===== config.mk =====
export PLATFORM = sky130hd
export DESIGN_NAME = trajectory_gravity_rebake_core_flat
export DESIGN_NICKNAME = d
export VERILOG_FILES = /design/src/sv/tgr_pkg.sv /design/src/sv/tgr_if.sv /design/src/sv/tgr_mac.sv /design/src/sv/trajectory_gravity_rebake_core.sv /design/src/flat_wrapper.sv
export SDC_FILE = /design/constraint.sdc
export NUM_CORES = 2
export LEC_CHECK = 0
export ABC_CLOCK_PERIOD_IN_PS = 12400
export BUFFER_PORTS_ARGS = -buffer_cell sky130_fd_sc_hd__buf_2
export CAP_MARGIN = 20
export CORE_UTILIZATION = 45
export DETAILED_ROUTE_END_ITERATION = 12
export HOLD_SLACK_MARGIN = 0.15
export SLEW_MARGIN = 30
export SYNTH_ARGS = -nofsm -noshare
export SYNTH_HDL_FRONTEND = slang
export SYNTH_SLANG_ARGS = --single-unit
export TNS_END_PERCENT = 100

===== constraint.sdc =====
create_clock -name i_clk -period 12.4 [get_ports i_clk]
set_input_delay 3.1 -clock i_clk [delete_from_list [all_inputs] [get_ports i_clk]]
set_output_delay 3.1 -clock i_clk [all_outputs]
set_load 0.02 [all_outputs]

===== src/sv/tgr_pkg.sv =====
// ----------------------------------------------------------------------------
// tgr_pkg: shared types and constants for the trajectory gravity rebake core
// Fixed-point widths and helpers shared by the datapath and the top level.
// ----------------------------------------------------------------------------
`default_nettype none
package tgr_pkg;
    localparam int QW = 16;
    localparam logic signed [QW-1:0] Q_ONE = 16'sd16384;

    // Product of one step of the multiplier: 33-bit by 18-bit operands
    typedef logic signed [32:0] t_opa;
    typedef logic signed [17:0] t_opb;
    typedef logic signed [63:0] t_acc;

    // Round half up by 2^14, floor shift
    function automatic t_acc rnd14(input t_acc v);
        t_acc b;
        b = v + t_acc'(64'sd8192);
        return b >>> 14;
    endfunction

    // Clamp to [-1, 1] in Q2.14
    function automatic logic signed [QW-1:0] clampq(input t_acc v);
        if (v > t_acc'(64'sd16384)) return Q_ONE;
        if (v < t_acc'(-64'sd16384)) return -Q_ONE;
        return v[QW-1:0];
    endfunction
endpackage
`default_nettype wire


===== src/sv/tgr_if.sv =====
// ----------------------------------------------------------------------------
// tgr_in_if / tgr_out_if / tgr_cfg_if: valid/ready channels
// Request channels for keyframes, results and the anchor register.
// ----------------------------------------------------------------------------
`default_nettype none
interface tgr_in_if;
    logic               valid;
    logic               ready;
    logic        [31:0] frame_id;
    logic signed [15:0] odom_qw, odom_qx, odom_qy, odom_qz;
    logic signed [31:0] odom_px, odom_py, odom_pz;
    logic signed [15:0] grav_qw, grav_qx, grav_qy, grav_qz;
    modport source (output valid, frame_id, odom_qw, odom_qx, odom_qy, odom_qz,
                    odom_px, odom_py, odom_pz, grav_qw, grav_qx, grav_qy, grav_qz,
                    input ready);
    modport sink (input valid, frame_id, odom_qw, odom_qx, odom_qy, odom_qz,
                  odom_px, odom_py, odom_pz, grav_qw, grav_qx, grav_qy, grav_qz,
                  output ready);
endinterface

interface tgr_out_if;
    logic               valid;
    logic               ready;
    logic        [31:0] out_frame_id;
    logic signed [15:0] new_qw, new_qx, new_qy, new_qz;
    logic signed [31:0] new_px, new_py, new_pz;
    modport source (output valid, out_frame_id, new_qw, new_qx, new_qy, new_qz,
                    new_px, new_py, new_pz, input ready);
    modport sink (input valid, out_frame_id, new_qw, new_qx, new_qy, new_qz,
                  new_px, new_py, new_pz, output ready);
endinterface

interface tgr_cfg_if;
    logic        valid;
    logic        ready;
    logic [31:0] data;
    modport source (output valid, data, input ready);
    modport sink (input valid, data, output ready);
endinterface
`default_nettype wire


===== src/sv/tgr_mac.sv =====
// ----------------------------------------------------------------------------
// tgr_mac: shared multiply-accumulate unit
// One 33x18 signed multiplier with a registered product and a 64-bit
// accumulator; the sequencer feeds one product term per cycle.
// ----------------------------------------------------------------------------
`default_nettype none
module tgr_mac
    import tgr_pkg::*;
(
    input  wire logic i_clk,
    input  wire logic i_en,      // operands valid this cycle
    input  wire logic i_neg,     // subtract the term
    input  wire logic i_clr,     // term starts a new sum
    input  wire t_opa i_a,
    input  wire t_opb i_b,
    output      t_acc o_acc
);
    t_acc r_prod;
    logic r_en, r_neg, r_clr;
    t_acc r_acc;

    // Stage 1: product register
    always_ff @(posedge i_clk) begin
        r_prod <= t_acc'(i_a) * t_acc'(i_b);
        r_en   <= i_en;
        r_neg  <= i_neg;
        r_clr  <= i_clr;
    end

    // Stage 2: accumulate
    always_ff @(posedge i_clk) begin
        if (r_en) begin
            r_acc <= (r_clr ? t_acc'(0) : r_acc) + (r_neg ? -r_prod : r_prod);
        end
    end

    assign o_acc = r_acc;
endmodule
`default_nettype wire


===== src/sv/trajectory_gravity_rebake_core.sv =====
// ----------------------------------------------------------------------------
// trajectory_gravity_rebake_core: gravity-corrected keyframe trajectory
// One keyframe at a time; all multiplications run on one shared multiplier.
// ----------------------------------------------------------------------------
// A keyframe at or above the anchor id yields one corrected pose. The block
// takes one keyframe, then stays busy. The first keyframe of a run needs 16
// product terms (grav*odom) through the single multiplier and then drains
// the two-stage unit before its result is valid. Later keyframes need 62
// terms (16 for grav*odom, 16 for the last corrected rotation times the
// conjugate of the last odometry rotation, 21 for the 9-entry rotation
// matrix, 9 for the matrix-vector product) and the same drain. The result
// waits in an output register until taken; the block then goes idle before
// it takes the next request, so no keyframe is taken while a result waits.
// Keyframes below the anchor are dropped.
`default_nettype none
module trajectory_gravity_rebake_core
    import tgr_pkg::*;
#(
    parameter int ID_BITS  = 32,
    parameter int POS_BITS = 32
)(
    input  wire logic i_clk,
    input  wire logic i_rst_n,
    tgr_in_if.sink    in_if,
    tgr_out_if.source out_if,
    tgr_cfg_if.sink   cfg_if
);
    localparam logic [2:0] S_IDLE = 3'd0;
    localparam logic [2:0] S_RUN  = 3'd1;
    localparam logic [2:0] S_OUT  = 3'd2;

    // Micro-op kinds: each sum is a list of terms then a write-back
    localparam logic [1:0] WB_NQ  = 2'd0;   // clampq(rnd) into new quat
    localparam logic [1:0] WB_C   = 2'd1;   // clampq(rnd) into C
    localparam logic [1:0] WB_M   = 2'd2;   // rnd into matrix entry
    localparam logic [1:0] WB_P   = 2'd3;   // rnd then add prev pos, saturate

    // id bits that take part in the anchor compare (ports are 32 bits)
    localparam int ID_CMP = (ID_BITS < 32) ? ID_BITS : 32;

    localparam t_acc PHI = (t_acc'(1) <<< (POS_BITS-1)) - t_acc'(1);
    localparam t_acc PLO = -PHI - t_acc'(1);

    logic [2:0]  r_state;
    logic [31:0] r_anchor;
    logic        r_started;
    logic [7:0]  r_pc;          // term counter
    logic [1:0]  r_lat;         // drain counter

    // captured input
    logic [31:0]        r_id;
    logic signed [15:0] r_oq [4];
    logic signed [15:0] r_gq [4];
    logic signed [31:0] r_op [3];
    // state
    logic signed [15:0] r_loq [4];
    logic signed [31:0] r_lop [3];
    logic signed [15:0] r_lnq [4];
    logic signed [POS_BITS-1:0] r_lnp [3];
    // working
    logic signed [15:0] r_nq [4];
    logic signed [15:0] r_c  [4];
    logic signed [17:0] r_m  [9];
    logic signed [POS_BITS-1:0] r_np [3];

    // ---- micro-program decode ----
    // term table: 16 terms for each quaternion product, 21 for the matrix
    // (9 entries; diag entries use a constant term), 9 for the rotate.
    typedef struct packed {
        logic       last;
        logic       neg;
        logic [1:0] wb;
        logic [3:0] dst;
    } t_uop;

    t_uop u;
    t_opa ua;
    t_opb ub;
    logic [7:0] n_end;

    // Saturate to the signed POS_BITS range
    function automatic logic signed [POS_BITS-1:0] satp(input t_acc v);
        if (v > PHI) return PHI[POS_BITS-1:0];
        if (v < PLO) return PLO[POS_BITS-1:0];
        return v[POS_BITS-1:0];
    endfunction

    // quaternion product sign table, term k for component j uses a[i] b[p]
    function automatic logic [4:0] qterm(input logic [3:0] k);
        // returns {neg, ai[1:0], bi[1:0]}
        logic [1:0] j, t;
        j = k[3:2]; t = k[1:0];
        unique case (j)
            2'd0: unique case (t)
                2'd0: return {1'b0, 2'd0, 2'd0};
                2'd1: return {1'b1, 2'd1, 2'd1};
                2'd2: return {1'b1, 2'd2, 2'd2};
                default: return {1'b1, 2'd3, 2'd3};
            endcase
            2'd1: unique case (t)
                2'd0: return {1'b0, 2'd0, 2'd1};
                2'd1: return {1'b0, 2'd1, 2'd0};
                2'd2: return {1'b0, 2'd2, 2'd3};
                default: return {1'b1, 2'd3, 2'd2};
            endcase
            2'd2: unique case (t)
                2'd0: return {1'b0, 2'd0, 2'd2};
                2'd1: return {1'b1, 2'd1, 2'd3};
                2'd2: return {1'b0, 2'd2, 2'd0};
                default: return {1'b0, 2'd3, 2'd1};
            endcase
            default: unique case (t)
                2'd0: return {1'b0, 2'd0, 2'd3};
                2'd1: return {1'b0, 2'd1, 2'd2};
                2'd2: return {1'b1, 2'd2, 2'd1};
                default: return {1'b0, 2'd3, 2'd0};
            endcase
        endcase
    endfunction

    // matrix terms: per entry, a list of (2*)qa*qb products; 28-bit one term
    // encoded as a*b with a=1<<14,b=1<<14 (w-slot 4 means constant 16384)
    // entry layout: {neg, sa[2:0], sb[2:0], last, entry[3:0]}
    function automatic logic [11:0] mterm(input logic [4:0] k);
        unique case (k)
            5'd0:  return {1'b0, 3'd4, 3'd4, 1'b0, 4'd0}; // m0 = one
            5'd1:  return {1'b1, 3'd2, 3'd2, 1'b0, 4'd0}; //  -2yy
            5'd2:  return {1'b1, 3'd3, 3'd3, 1'b1, 4'd0}; //  -2zz
            5'd3:  return {1'b0, 3'd1, 3'd2, 1'b0, 4'd1}; // 2xy
            5'd4:  return {1'b1, 3'd0, 3'd3, 1'b1, 4'd1}; // -2wz
            5'd5:  return {1'b0, 3'd1, 3'd3, 1'b0, 4'd2};
            5'd6:  return {1'b0, 3'd0, 3'd2, 1'b1, 4'd2};
            5'd7:  return {1'b0, 3'd1, 3'd2, 1'b0, 4'd3};
            5'd8:  return {1'b0, 3'd0, 3'd3, 1'b1, 4'd3};
            5'd9:  return {1'b0, 3'd4, 3'd4, 1'b0, 4'd4};
            5'd10: return {1'b1, 3'd1, 3'd1, 1'b0, 4'd4};
            5'd11: return {1'b1, 3'd3, 3'd3, 1'b1, 4'd4};
            5'd12: return {1'b0, 3'd2, 3'd3, 1'b0, 4'd5};
            5'd13: return {1'b1, 3'd0, 3'd1, 1'b1, 4'd5};
            5'd14: return {1'b0, 3'd1, 3'd3, 1'b0, 4'd6};
            5'd15: return {1'b1, 3'd0, 3'd2, 1'b1, 4'd6};
            5'd16: return {1'b0, 3'd2, 3'd3, 1'b0, 4'd7};
            5'd17: return {1'b0, 3'd0, 3'd1, 1'b1, 4'd7};
            5'd18: return {1'b0, 3'd4, 3'd4, 1'b0, 4'd8};
            5'd19: return {1'b1, 3'd1, 3'd1, 1'b0, 4'd8};
            default: return {1'b1, 3'd2, 3'd2, 1'b1, 4'd8};
        endcase
    endfunction

    function automatic t_opb cpick(input logic [2:0] s,
                                   input logic signed [15:0] c0,
                                   input logic signed [15:0] c1,
                                   input logic signed [15:0] c2,
                                   input logic signed [15:0] c3);
        unique case (s)
            3'd0: return 18'(c0);
            3'd1: return 18'(c1);
            3'd2: return 18'(c2);
            3'd3: return 18'(c3);
            default: return 18'sd16384;
        endcase
    endfunction

    // phase boundaries in r_pc
    localparam logic [7:0] P_NQ = 8'd0;    // 16 terms
    localparam logic [7:0] P_C  = 8'd16;   // 16 terms
    localparam logic [7:0] P_M  = 8'd32;   // 21 terms
    localparam logic [7:0] P_R  = 8'd53;   // 9 terms
    localparam logic [7:0] P_E  = 8'd62;

    logic [4:0] qt;
    logic [11:0] mt;
    logic [3:0] rk;
    logic [1:0] ri, rj;
    logic signed [32:0] dsp;
    logic signed [15:0] lconj [4];

    always_comb begin
        lconj[0] = r_loq[0];
        lconj[1] = -r_loq[1];
        lconj[2] = -r_loq[2];
        lconj[3] = -r_loq[3];
        qt = '0; mt = '0; rk = '0; ri = '0; rj = '0; dsp = '0;
        u = '0; ua = '0; ub = '0;
        n_end = r_started ? P_E : P_C;
        if (r_pc < P_C) begin
            qt = qterm(r_pc[3:0]);
            ua = 33'(r_gq[qt[3:2]]);
            ub = 18'(r_oq[qt[1:0]]);
            u  = '{last: (r_pc[1:0] == 2'd3), neg: qt[4], wb: WB_NQ,
                   dst: {2'd0, r_pc[3:2]}};
        end else if (r_pc < P_M) begin
            qt = qterm(4'(r_pc - P_C));
            ua = 33'(r_lnq[qt[3:2]]);
            ub = 18'(lconj[qt[1:0]]);
            u  = '{last: (r_pc[1:0] == 2'd3), neg: qt[4], wb: WB_C,
                   dst: {2'd0, 2'(4'(r_pc - P_C) >> 2)}};
        end else if (r_pc < P_R) begin
            mt = mterm(5'(r_pc - P_M));
            ua = 33'(cpick(mt[10:8], r_c[0], r_c[1], r_c[2], r_c[3]));
            ub = cpick(mt[7:5], r_c[0], r_c[1], r_c[2], r_c[3]);
            if (mt[10:8] != 3'd4) ua = ua <<< 1;    // off-constant terms are doubled
            u  = '{last: mt[4], neg: mt[11], wb: WB_M, dst: mt[3:0]};
        end else begin
            rk = 4'(r_pc - P_R);
            ri = (rk < 4'd3) ? 2'd0 : (rk < 4'd6) ? 2'd1 : 2'd2;
            rj = 2'(rk - 4'(ri) * 4'd3);
            dsp = 33'(r_op[rj]) - 33'(r_lop[rj]);
            ua = dsp;
            ub = r_m[4'(ri) * 4'd3 + 4'(rj)];
            u  = '{last: (rj == 2'd2), neg: 1'b0, wb: WB_P, dst: {2'd0, ri}};
        end
    end

    // ---- shared unit ----
    logic mac_en;
    t_acc acc;
    logic r_first;   // next term starts a sum
    assign mac_en = (r_state == S_RUN) && (r_pc < n_end);

    tgr_mac u_mac (
        .i_clk (i_clk),
        .i_en  (mac_en),
        .i_neg (u.neg),
        .i_clr (r_first),
        .i_a   (ua),
        .i_b   (ub),
        .o_acc (acc)
    );

    // write-back pipeline: matches the two-stage unit latency
    t_uop r_wb1, r_wb2;
    logic r_v1, r_v2;
    t_acc rd;
    t_acc psum;
    assign rd = rnd14(acc);
    assign psum = t_acc'(r_lnp[r_wb2.dst[1:0]]) + rd;

    logic id_lo;
    assign id_lo = in_if.frame_id[ID_CMP-1:0] < r_anchor[ID_CMP-1:0];

    assign in_if.ready  = (r_state == S_IDLE) && !cfg_if.valid;
    assign cfg_if.ready = (r_state == S_IDLE);

    always_ff @(posedge i_clk) begin
        if (!i_rst_n) begin
            r_state   <= S_IDLE;
            r_anchor  <= '0;
            r_started <= 1'b0;
            r_pc      <= '0;
            r_lat     <= '0;
            r_v1      <= 1'b0;
            r_v2      <= 1'b0;
            r_first   <= 1'b1;
            for (int i = 0; i < 4; i++) begin
                r_loq[i] <= (i == 0) ? Q_ONE : '0;
                r_lnq[i] <= (i == 0) ? Q_ONE : '0;
            end
            for (int i = 0; i < 3; i++) begin
                r_lop[i] <= '0;
                r_lnp[i] <= '0;
            end
        end else begin
            r_v1  <= mac_en && u.last;
            r_wb1 <= u;
            r_v2  <= r_v1;
            r_wb2 <= r_wb1;
            if (mac_en) r_first <= u.last;
            unique case (r_state)
                S_IDLE: begin
                    if (cfg_if.valid) begin
                        r_anchor  <= cfg_if.data;
                        r_started <= 1'b0;
                    end else if (in_if.valid && !id_lo) begin
                        r_id    <= in_if.frame_id;
                        r_oq[0] <= in_if.odom_qw; r_oq[1] <= in_if.odom_qx;
                        r_oq[2] <= in_if.odom_qy; r_oq[3] <= in_if.odom_qz;
                        r_gq[0] <= in_if.grav_qw; r_gq[1] <= in_if.grav_qx;
                        r_gq[2] <= in_if.grav_qy; r_gq[3] <= in_if.grav_qz;
                        r_op[0] <= in_if.odom_px; r_op[1] <= in_if.odom_py;
                        r_op[2] <= in_if.odom_pz;
                        r_pc    <= '0;
                        r_lat   <= '0;
                        r_first <= 1'b1;
                        r_state <= S_RUN;
                    end
                end
                S_RUN: begin
                    if (r_pc < n_end) begin
                        r_pc <= r_pc + 8'd1;
                    end else if (r_lat != 2'd2) begin
                        r_lat <= r_lat + 2'd1;
                    end else begin
                        if (!r_started) begin
                            for (int i = 0; i < 3; i++) begin
                                r_np[i] <= satp(t_acc'(r_op[i]));
                            end
                        end
                        r_state <= S_OUT;
                    end
                end
                S_OUT: begin
                    if (out_if.ready) begin
                        r_started <= 1'b1;
                        r_loq <= r_oq;
                        r_lop <= r_op;
                        r_lnq <= r_nq;
                        r_lnp <= r_np;
                        r_state <= S_IDLE;
                    end
                end
                default: r_state <= S_IDLE;
            endcase
            // write-back of a finished sum
            if (r_v2) begin
                unique case (r_wb2.wb)
                    WB_NQ: r_nq[r_wb2.dst[1:0]] <= clampq(rd);
                    WB_C:  r_c[r_wb2.dst[1:0]]  <= clampq(rd);
                    WB_M:  r_m[r_wb2.dst]       <= rd[17:0];
                    default: r_np[r_wb2.dst[1:0]] <= satp(psum);
                endcase
            end
        end
    end

    // ---- result register ----
    assign out_if.valid        = (r_state == S_OUT);
    assign out_if.out_frame_id = r_id;
    assign out_if.new_qw = r_nq[0];
    assign out_if.new_qx = r_nq[1];
    assign out_if.new_qy = r_nq[2];
    assign out_if.new_qz = r_nq[3];
    assign out_if.new_px = 32'(r_np[0]);
    assign out_if.new_py = 32'(r_np[1]);
    assign out_if.new_pz = 32'(r_np[2]);
endmodule
`default_nettype wire


===== src/flat_wrapper.sv =====
// flat-port wrapper written by rule: the top's interface ports become plain ports
module trajectory_gravity_rebake_core_flat import tgr_pkg::*;
#(
    parameter int ID_BITS  = 32,
    parameter int POS_BITS = 32
)
  (i_clk, i_rst_n, in_if_valid, in_if_frame_id, in_if_odom_qw, in_if_odom_qx, in_if_odom_qy, in_if_odom_qz, in_if_odom_px, in_if_odom_py, in_if_odom_pz, in_if_grav_qw, in_if_grav_qx, in_if_grav_qy, in_if_grav_qz, in_if_ready, out_if_valid, out_if_out_frame_id, out_if_new_qw, out_if_new_qx, out_if_new_qy, out_if_new_qz, out_if_new_px, out_if_new_py, out_if_new_pz, out_if_ready, cfg_if_valid, cfg_if_data, cfg_if_ready);
  tgr_in_if in_if_i ();
  tgr_out_if out_if_i ();
  tgr_cfg_if cfg_if_i ();
  input  wire logic i_clk;
  input  wire logic i_rst_n;
  input wire logic [$bits(in_if_i.valid)-1:0] in_if_valid;
  input wire logic [$bits(in_if_i.frame_id)-1:0] in_if_frame_id;
  input wire logic [$bits(in_if_i.odom_qw)-1:0] in_if_odom_qw;
  input wire logic [$bits(in_if_i.odom_qx)-1:0] in_if_odom_qx;
  input wire logic [$bits(in_if_i.odom_qy)-1:0] in_if_odom_qy;
  input wire logic [$bits(in_if_i.odom_qz)-1:0] in_if_odom_qz;
  input wire logic [$bits(in_if_i.odom_px)-1:0] in_if_odom_px;
  input wire logic [$bits(in_if_i.odom_py)-1:0] in_if_odom_py;
  input wire logic [$bits(in_if_i.odom_pz)-1:0] in_if_odom_pz;
  input wire logic [$bits(in_if_i.grav_qw)-1:0] in_if_grav_qw;
  input wire logic [$bits(in_if_i.grav_qx)-1:0] in_if_grav_qx;
  input wire logic [$bits(in_if_i.grav_qy)-1:0] in_if_grav_qy;
  input wire logic [$bits(in_if_i.grav_qz)-1:0] in_if_grav_qz;
  output wire logic [$bits(in_if_i.ready)-1:0] in_if_ready;
  output wire logic [$bits(out_if_i.valid)-1:0] out_if_valid;
  output wire logic [$bits(out_if_i.out_frame_id)-1:0] out_if_out_frame_id;
  output wire logic [$bits(out_if_i.new_qw)-1:0] out_if_new_qw;
  output wire logic [$bits(out_if_i.new_qx)-1:0] out_if_new_qx;
  output wire logic [$bits(out_if_i.new_qy)-1:0] out_if_new_qy;
  output wire logic [$bits(out_if_i.new_qz)-1:0] out_if_new_qz;
  output wire logic [$bits(out_if_i.new_px)-1:0] out_if_new_px;
  output wire logic [$bits(out_if_i.new_py)-1:0] out_if_new_py;
  output wire logic [$bits(out_if_i.new_pz)-1:0] out_if_new_pz;
  input wire logic [$bits(out_if_i.ready)-1:0] out_if_ready;
  input wire logic [$bits(cfg_if_i.valid)-1:0] cfg_if_valid;
  input wire logic [$bits(cfg_if_i.data)-1:0] cfg_if_data;
  output wire logic [$bits(cfg_if_i.ready)-1:0] cfg_if_ready;
  assign in_if_i.valid = in_if_valid;
  assign in_if_i.frame_id = in_if_frame_id;
  assign in_if_i.odom_qw = in_if_odom_qw;
  assign in_if_i.odom_qx = in_if_odom_qx;
  assign in_if_i.odom_qy = in_if_odom_qy;
  assign in_if_i.odom_qz = in_if_odom_qz;
  assign in_if_i.odom_px = in_if_odom_px;
  assign in_if_i.odom_py = in_if_odom_py;
  assign in_if_i.odom_pz = in_if_odom_pz;
  assign in_if_i.grav_qw = in_if_grav_qw;
  assign in_if_i.grav_qx = in_if_grav_qx;
  assign in_if_i.grav_qy = in_if_grav_qy;
  assign in_if_i.grav_qz = in_if_grav_qz;
  assign in_if_ready = in_if_i.ready;
  assign out_if_valid = out_if_i.valid;
  assign out_if_out_frame_id = out_if_i.out_frame_id;
  assign out_if_new_qw = out_if_i.new_qw;
  assign out_if_new_qx = out_if_i.new_qx;
  assign out_if_new_qy = out_if_i.new_qy;
  assign out_if_new_qz = out_if_i.new_qz;
  assign out_if_new_px = out_if_i.new_px;
  assign out_if_new_py = out_if_i.new_py;
  assign out_if_new_pz = out_if_i.new_pz;
  assign out_if_i.ready = out_if_ready;
  assign cfg_if_i.valid = cfg_if_valid;
  assign cfg_if_i.data = cfg_if_data;
  assign cfg_if_ready = cfg_if_i.ready;
  trajectory_gravity_rebake_core #(.ID_BITS(ID_BITS), .POS_BITS(POS_BITS)) u_core (.i_clk(i_clk), .i_rst_n(i_rst_n), .in_if(in_if_i), .out_if(out_if_i), .cfg_if(cfg_if_i));
endmodule

After elaboration in Yosys (flattened, before gate mapping)
Memories as Yosys holds them, arrays and structs flattened.
Cells that the tools add are included.
- add/sub/neg operators: 15
- $mul: 2
- magnitude comparators: 23
- equal/unequal tests: 30
- multiplexer cells: 194
- bitwise gates (word level): 7
- reduce and logical (&&, ||, !) cells: 28
- operators by type and width (kind ; count):
    32-bit 2-to-1 mux ; 26
    96-bit 2-to-1 mux ; 7
    16-bit 2-to-1 mux ; 19
    32-bit binary-select mux with 2-bit select ; 3
    5-bit case mux with 3 select lines ; 10
    18-bit case mux with 4 select lines ; 2
    64-bit 2-to-1 mux ; 2
    33-bit 2-to-1 mux ; 3
    16-bit binary-select mux with 2-bit select ; 3
    96-bit bitwise mux ; 1
    32-bit greater-than comparator, second input constant ; 3
    32-bit < comparator, second input constant ; 3
    1-bit 2-to-1 mux ; 83
    18-bit 2-to-1 mux ; 4
    64-bit by 15-bit adder with 64-bit output, second input constant ; 1
    64-bit adder ; 1
    64-bit bitwise mux ; 1
    32-bit demux with 2-bit select ; 1
    64-bit by 32-bit greater-than comparator with 1-bit output, second input constant ; 1
    64-bit by 32-bit < comparator with 1-bit output, second input constant ; 1
    64-bit negation ; 1
    32-bit by 50-bit adder with 51-bit output ; 1
    33-bit by 18-bit multiplier with 51-bit output ; 1
    50-bit by 16-bit greater-than comparator with 1-bit output, second input constant ; 1
    other kinds (50) ; 120
- flip-flop bits (word level): 864
- bits in writable memories: 290
- bits in read-only memories: 384
- input port bits: 293
- output and inout bits: 195
- word-level logic and storage cells: 351
- memories kept: 4
- memory list (memory ; depth ; bits a word ; read ports ; clocked after memory_dff ; wr ports ; line ; text):
    (name not given) ; 32 ; 12 ; 1 ; 0 ; 0 ; trajectory_gravity_rebake_core.sv:125 ; unique case (k)
    u_core.r_m ; 9 ; 18 ; 1 ; 0 ; 1 ; trajectory_gravity_rebake_core.sv:63 ; logic signed [17:0] r_m [9];
    u_core.r_c ; 4 ; 16 ; 4 ; 0 ; 1 ; trajectory_gravity_rebake_core.sv:62 ; logic signed [15:0] r_c [4];
    u_core.r_gq ; 4 ; 16 ; 1 ; 0 ; 4 ; trajectory_gravity_rebake_core.sv:53 ; logic signed [15:0] r_gq [4];

Logic depth before layout (Yosys ltp)
- depth in word-level cells: 23
- depth in mapped cells: 54
- mapped depth without buffers: 49

Hierarchy
Synthesis repeated with hierarchy kept, for this count alone.
- cell total of the unflattened synthesis: 8067
- area total of the unflattened synthesis: 79761.5 µm²
- by module, submodules not included (module ; instances ; cells each ; area each (µm²) ; sequential area each (µm²)):
    trajectory_gravity_rebake_core ; 1 ; 4890 ; 51346.7 ; 27226.1
    tgr_mac ; 1 ; 3177 ; 28414.8 ; 3002.9

Worst setup path before layout
OpenSTA, ideal clock, no wires.
- path kind: in2reg
- start point: input in_if_frame_id[14]
- end point: register u_core.r_id[0], in the netlist u_core.out_if.out_frame_id[0] (enable)
- library setup time: 0.748 ns
- arrival: 12.625 ns
- data required time: 11.652 ns
- slack: -0.973 ns
- stages on the path: 9
- buffers on the path: 1
- path through: ha_1 nand4_1 a211oi_1 nand2_1 o21ai_0 o2111ai_1 a211o_1 clkbuf_1 nor2_1
- cells in the longest elaborated chain, start to end: 4
- RTL lines (item ; line ; text):
    start, declared ; flat_wrapper.sv:14 ; input wire logic [$bits(in_if_i.frame_id)-1:0] in_if_frame_id;
    32-bit < comparator ; trajectory_gravity_rebake_core.sv:240 ; assign id_lo = in_if.frame_id[ID_CMP-1:0] < r_anchor[ID_CMP-1:0];
    1-bit zero test ; trajectory_gravity_rebake_core.sv:274 ; end else if (in_if.valid && !id_lo) begin
    1-bit logical AND ; trajectory_gravity_rebake_core.sv:274 ;
    4-bit AND reduction (no line) ; - ;
    end signal, assigned ; trajectory_gravity_rebake_core.sv:275 ; r_id <= in_if.frame_id;
    end, declared ; trajectory_gravity_rebake_core.sv:51 ; logic [31:0] r_id;
No other way between the ends.
A chain may end at the register's enable or synchronous reset.

Worst setup path after layout
- start point: register u_core.r_pc[1]
- end point: register u_core.u_mac.r_prod[42]
- cells in the longest elaborated chain, start to end: 15
- elaborated cells between the ends (all ways): 80
- those cells by class: add/sub: 6; mul: 2; order compare: 5; eq/ne: 13; mux: 42; bitwise: 4; reduce/logical: 5; memory: 3
- RTL lines (item ; line ; text):
    start, declared ; trajectory_gravity_rebake_core.sv:47 ; logic [7:0] r_pc;
    start signal, assigned ; trajectory_gravity_rebake_core.sv:290 ; r_pc <= r_pc + 8'd1;
    4-bit by 3-bit subtractor with 4-bit output ; trajectory_gravity_rebake_core.sv:205 ; rk = 4'(r_pc - P_R);
    4-bit by 3-bit < comparator with 1-bit output ; trajectory_gravity_rebake_core.sv:206 ; ri = (rk < 4'd3) ? 2'd0 : (rk < 4'd6) ? 2'd1 : 2'd2;
    2-bit 2-to-1 mux (2 in a row) ; trajectory_gravity_rebake_core.sv:206 ;
    2-bit by 2-bit multiplier with 4-bit output ; trajectory_gravity_rebake_core.sv:207 ; rj = 2'(rk - 4'(ri) * 4'd3);
    2-bit subtractor ; trajectory_gravity_rebake_core.sv:207 ;
    2-bit inverter with 3-bit output (implied by the code) ; trajectory_gravity_rebake_core.sv:208 ; dsp = 33'(r_op[rj]) - 33'(r_lop[rj]);
    32-bit binary-select mux with 2-bit select ; trajectory_gravity_rebake_core.sv:208 ;
    32-bit 2-to-1 mux (implied by the code) (2 in a row) ; trajectory_gravity_rebake_core.sv:208 ;
    32-bit by 32-bit subtractor with 33-bit output ; trajectory_gravity_rebake_core.sv:208 ;
    33-bit 2-to-1 mux ; trajectory_gravity_rebake_core.sv:198 ; end else if (r_pc < P_R) begin
    33-bit 2-to-1 mux ; trajectory_gravity_rebake_core.sv:192 ; end else if (r_pc < P_M) begin
    33-bit 2-to-1 mux ; trajectory_gravity_rebake_core.sv:186 ; if (r_pc < P_C) begin
    33-bit by 18-bit multiplier with 51-bit output (*) ; tgr_mac.sv:24 ; r_prod <= t_acc'(i_a) * t_acc'(i_b);
    end signal, assigned ; tgr_mac.sv:24 ;
    end, declared ; tgr_mac.sv:18 ; t_acc r_prod;
Mark *: on every way between the ends. The rest lies on a longest branch, timed or not. The select of a mux whose other input is x is not followed.

==> flow_metrics.tcl <==
set metrics [dict create \
    vias_per_cell 5.77 \
    synth_top_area_frac 0.274 \
    clk_latency_ns 0.79 \
    grt_antenna_before_repair 14 \
    async_flop_share 0 \
    min_path_type "reg -> reg" \
    hold_buffers 0 \
    final_antenna_net_count 0 \
    nets 9753 \
    start_kind "flip-flop" \
    seq_area_um2 30200 \
    placementRows 153 \
    yosysTopAreaCell "edfxtp_1" \
    yosys-top-cells-area "edfxtp_1, fa_1, dfxtp_1" \
    multi_input_area_um2 44700 \
    wl_per_cell_um 24.5 \
    finalCoreUtilization 0.514 \
    first_iter_violations 5784 \
    cp-end-kind "flip-flop" \
    fin_ws_ns 0.473 \
    syn_nets 9295 \
    critPathKind "reg -> reg" \
    fin_tns_setup_ns 0 \
    synth_most_common_cell "nand2_1" \
    cp_data_required_time_ns 13.08 \
    fillers 16000 \
    drt-pass1-iter-count 6 \
    grt_overflow 0 \
    cts-root-buf "clkbuf_16" \
    max_freq_mhz 83.8 \
    min_period_over_period 0.962 \
    drive_gt1_frac 0.147 \
    netlist_area_um2 78800 \
    ys_types 104 \
    status "finished clean" \
    ys_warn_count 0 \
    gp_congestion 0.959 \
    grt_pass1_wl_um 402000 \
    vias 63400 \
    dpl.hpwl_um 202000 \
    dieHeight_um 420 \
    port_buffers 487 \
    syn_avg_cell_area_um2 9.72 \
    critical_path_arrival_ns 12.61 \
    finalHoldViolCount 0 \
    cts_tree "done" \
    ctsLongestPathBuffers 3 \
    wirelength_um 269000 \
    crit_buf_inv 13 \
    critPathMaxStageDelay_ns 0.91 \
    placed_cells 10800 \
    grt_usage 0.303 \
    drv_cap 0 \
    worst_pin_slew_ns 1.06 \
    synth_common_cells "nand2_1, inv_1, edfxtp_1" \
    final_max_slew_viol_count 0 \
    setup_viol 0 \
    grt_pass1_vias 62100 \
    yosysSeqAreaShare 0.384 \
    max_slew_margin 0.278 \
    die-area_um2 177000 \
    instances_no_fill 11000 \
    initial_core_util 0.453 \
    core_area_um2 174000 \
    die_w_um 420 \
    synth_enable_flop_cells 718 \
    crit_fanout 12 \
    clk_pin_slew_ns 0.06 \
    yosys_most_used_dff "edfxtp_1" \
    cp_top_family "adder cells" \
    crit_slowest_cell "fa_4" \
    cts_buffers 118 \
    period_minus_slack_ns 11.93 \
    synthCells 8104 \
    drc_errors 0 \
    fin_worst_skew_ns 0.0544 \
    num_io_pins 488 \
    grt_max_degree 193 \
    clock-sinks 1151 \
    ys_seq_elements 1151 \
    dp_slack_ns -0.424 \
    areaGrowthSynthToFinish_pct 13.5 \
    htree_levels 3 \
]
==> per-layer routing <==
metal  track usage  vias to the layer above  routed length [um]
li1              -                    28600                   -
met1         0.410                    31700              113000
met2         0.487                     2535              125000
met3        0.0463                      489               19700
met4         0.119                        6               11500
met5             0                        -                  36
==> registers in the layout, indices dropped and copies added (netlist names), 48 cells and up, named ones only <==
signal and cells:
u_core.r_loq 48, u_core.r_m 162, u_core.r_lnp 96, u_core.r_gq 64
u_core.r_lop 96, u_core.u_mac.o_acc 64, u_core.r_oq 64, u_core.r_c 64
u_core.r_lnq 64, u_core.r_op 96, u_core.u_mac.r_prod 51
==> logic make-up (layout without fill, tap and decap cells) <==
group | count (synthesis) | in the layout | share of synthesized area
adders and majority gates | 898 | 898 | 0.197
muxes | 226 | 226 | 0.0440
DFF | 1151 | 1151 | 0.384
and+or+nand+nor | 2740 | 2740 | 0.154
AOI/OAI and AO/OA | 1563 | 1563 | 0.126
buffers and inverters | 1197 | 1757 | 0.0580
other | 0 | 5 | 0
xor gates and xnor gates | 329 | 329 | 0.0367
==> layout by cell type, fill, tap and decap left out, drive strengths merged, types with 19 or more instances in the layout <==
| cell type | Yosys | final |
|---|---|---|
| a211oi | 57 | 57 |
| a21o | 123 | 123 |
| a21oi | 627 | 627 |
| a22o | 32 | 32 |
| a22oi | 36 | 36 |
| a311oi | 27 | 27 |
| a31oi | 49 | 49 |
| a32oi | 81 | 81 |
| and2 | 91 | 91 |
| and3 | 51 | 51 |
| buf | 73 | 778 |
| clkbuf | 368 | 174 |
| clkinv | 2 | 32 |
| dfxtp | 433 | 433 |
| edfxtp | 718 | 718 |
| fa | 574 | 574 |
| ha | 324 | 324 |
| inv | 754 | 759 |
| mux2 | 65 | 65 |
| mux2i | 72 | 72 |
| mux4 | 89 | 89 |
| nand2 | 1596 | 1596 |
| nand2b | 49 | 49 |
| nand3 | 88 | 88 |
| nand4 | 71 | 71 |
| nor2 | 406 | 406 |
| nor2b | 126 | 126 |
| nor3 | 92 | 92 |
| nor3b | 22 | 22 |
| nor4 | 30 | 30 |
| o211ai | 37 | 37 |
| o21a | 46 | 46 |
| o21ai | 233 | 233 |
| o21bai | 36 | 36 |
| o31ai | 35 | 35 |
| or2 | 28 | 28 |
| or3 | 33 | 33 |
| or4 | 19 | 19 |
| xnor2 | 231 | 231 |
| xor2 | 98 | 98 |
==> timing repair <==
action	in CTS	in global routing
setup endpoints to repair	15	25
hold endpoints to repair	0	0
gates resized for setup	13	65
cloned	0	1
setup buffers	0	7
pin swaps	0	8
==> path summary, 6_finish.rpt <==
check / cells past startpoint / start / endpoint / slack, ns
max: 48 / u_core.r_pc[1]$_SDFFE_PN0P_ / u_core.u_mac.r_prod[42]$_DFF_P_ / 0.47
max reg2reg: 48 / u_core.r_pc[1]$_SDFFE_PN0P_ / u_core.u_mac.r_prod[42]$_DFF_P_ / 0.47
min: 0 / u_core.r_first$_SDFF_PN1_ / u_core.u_mac.r_clr$_DFF_P_ / 0.39
min reg2reg: 0 / u_core.r_first$_SDFF_PN1_ / u_core.u_mac.r_clr$_DFF_P_ / 0.39
==> per-stage QoR <==
step | hold slack, ns | area [um2]
finish | 0.391 | 89400
global route | 0.394 | 89400
CTS | 0.379 | 89000
detailed placement | 0.382 | 85100
global placement | 0.380 | 85000
floorplan | 0.331 | 78800
==> worst register-to-register path: cells and delay by family (launching register included) <==
family | cells | cell delay (ns)
adder cells (fa/ha/maj) | 12 | 5.33
AO/OA/AOI/OAI | 14 | 2.59
buffers and inverters | 13 | 1.79
AND/OR/NAND/NOR | 6 | 0.78
XOR/XNOR | 2 | 0.66
multiplexers | 1 | 0.35
flip-flops | 1 | 0.33
==> final cells by class <==
type,instances,share of cell area
multi-input cells,5756,0.500
flip-flops and latches,1151,0.338
repair buffers,779,0.0543
clock buffers,173,0.0377
well taps,2325,0.0325
inverters,756,0.0318
clock inverters,49,0.00558
diodes,5,0.000140
Power is left out: the tool's default activity adds up to more than one toggle a clock period on the data nets, which glitch-free logic cannot reach.
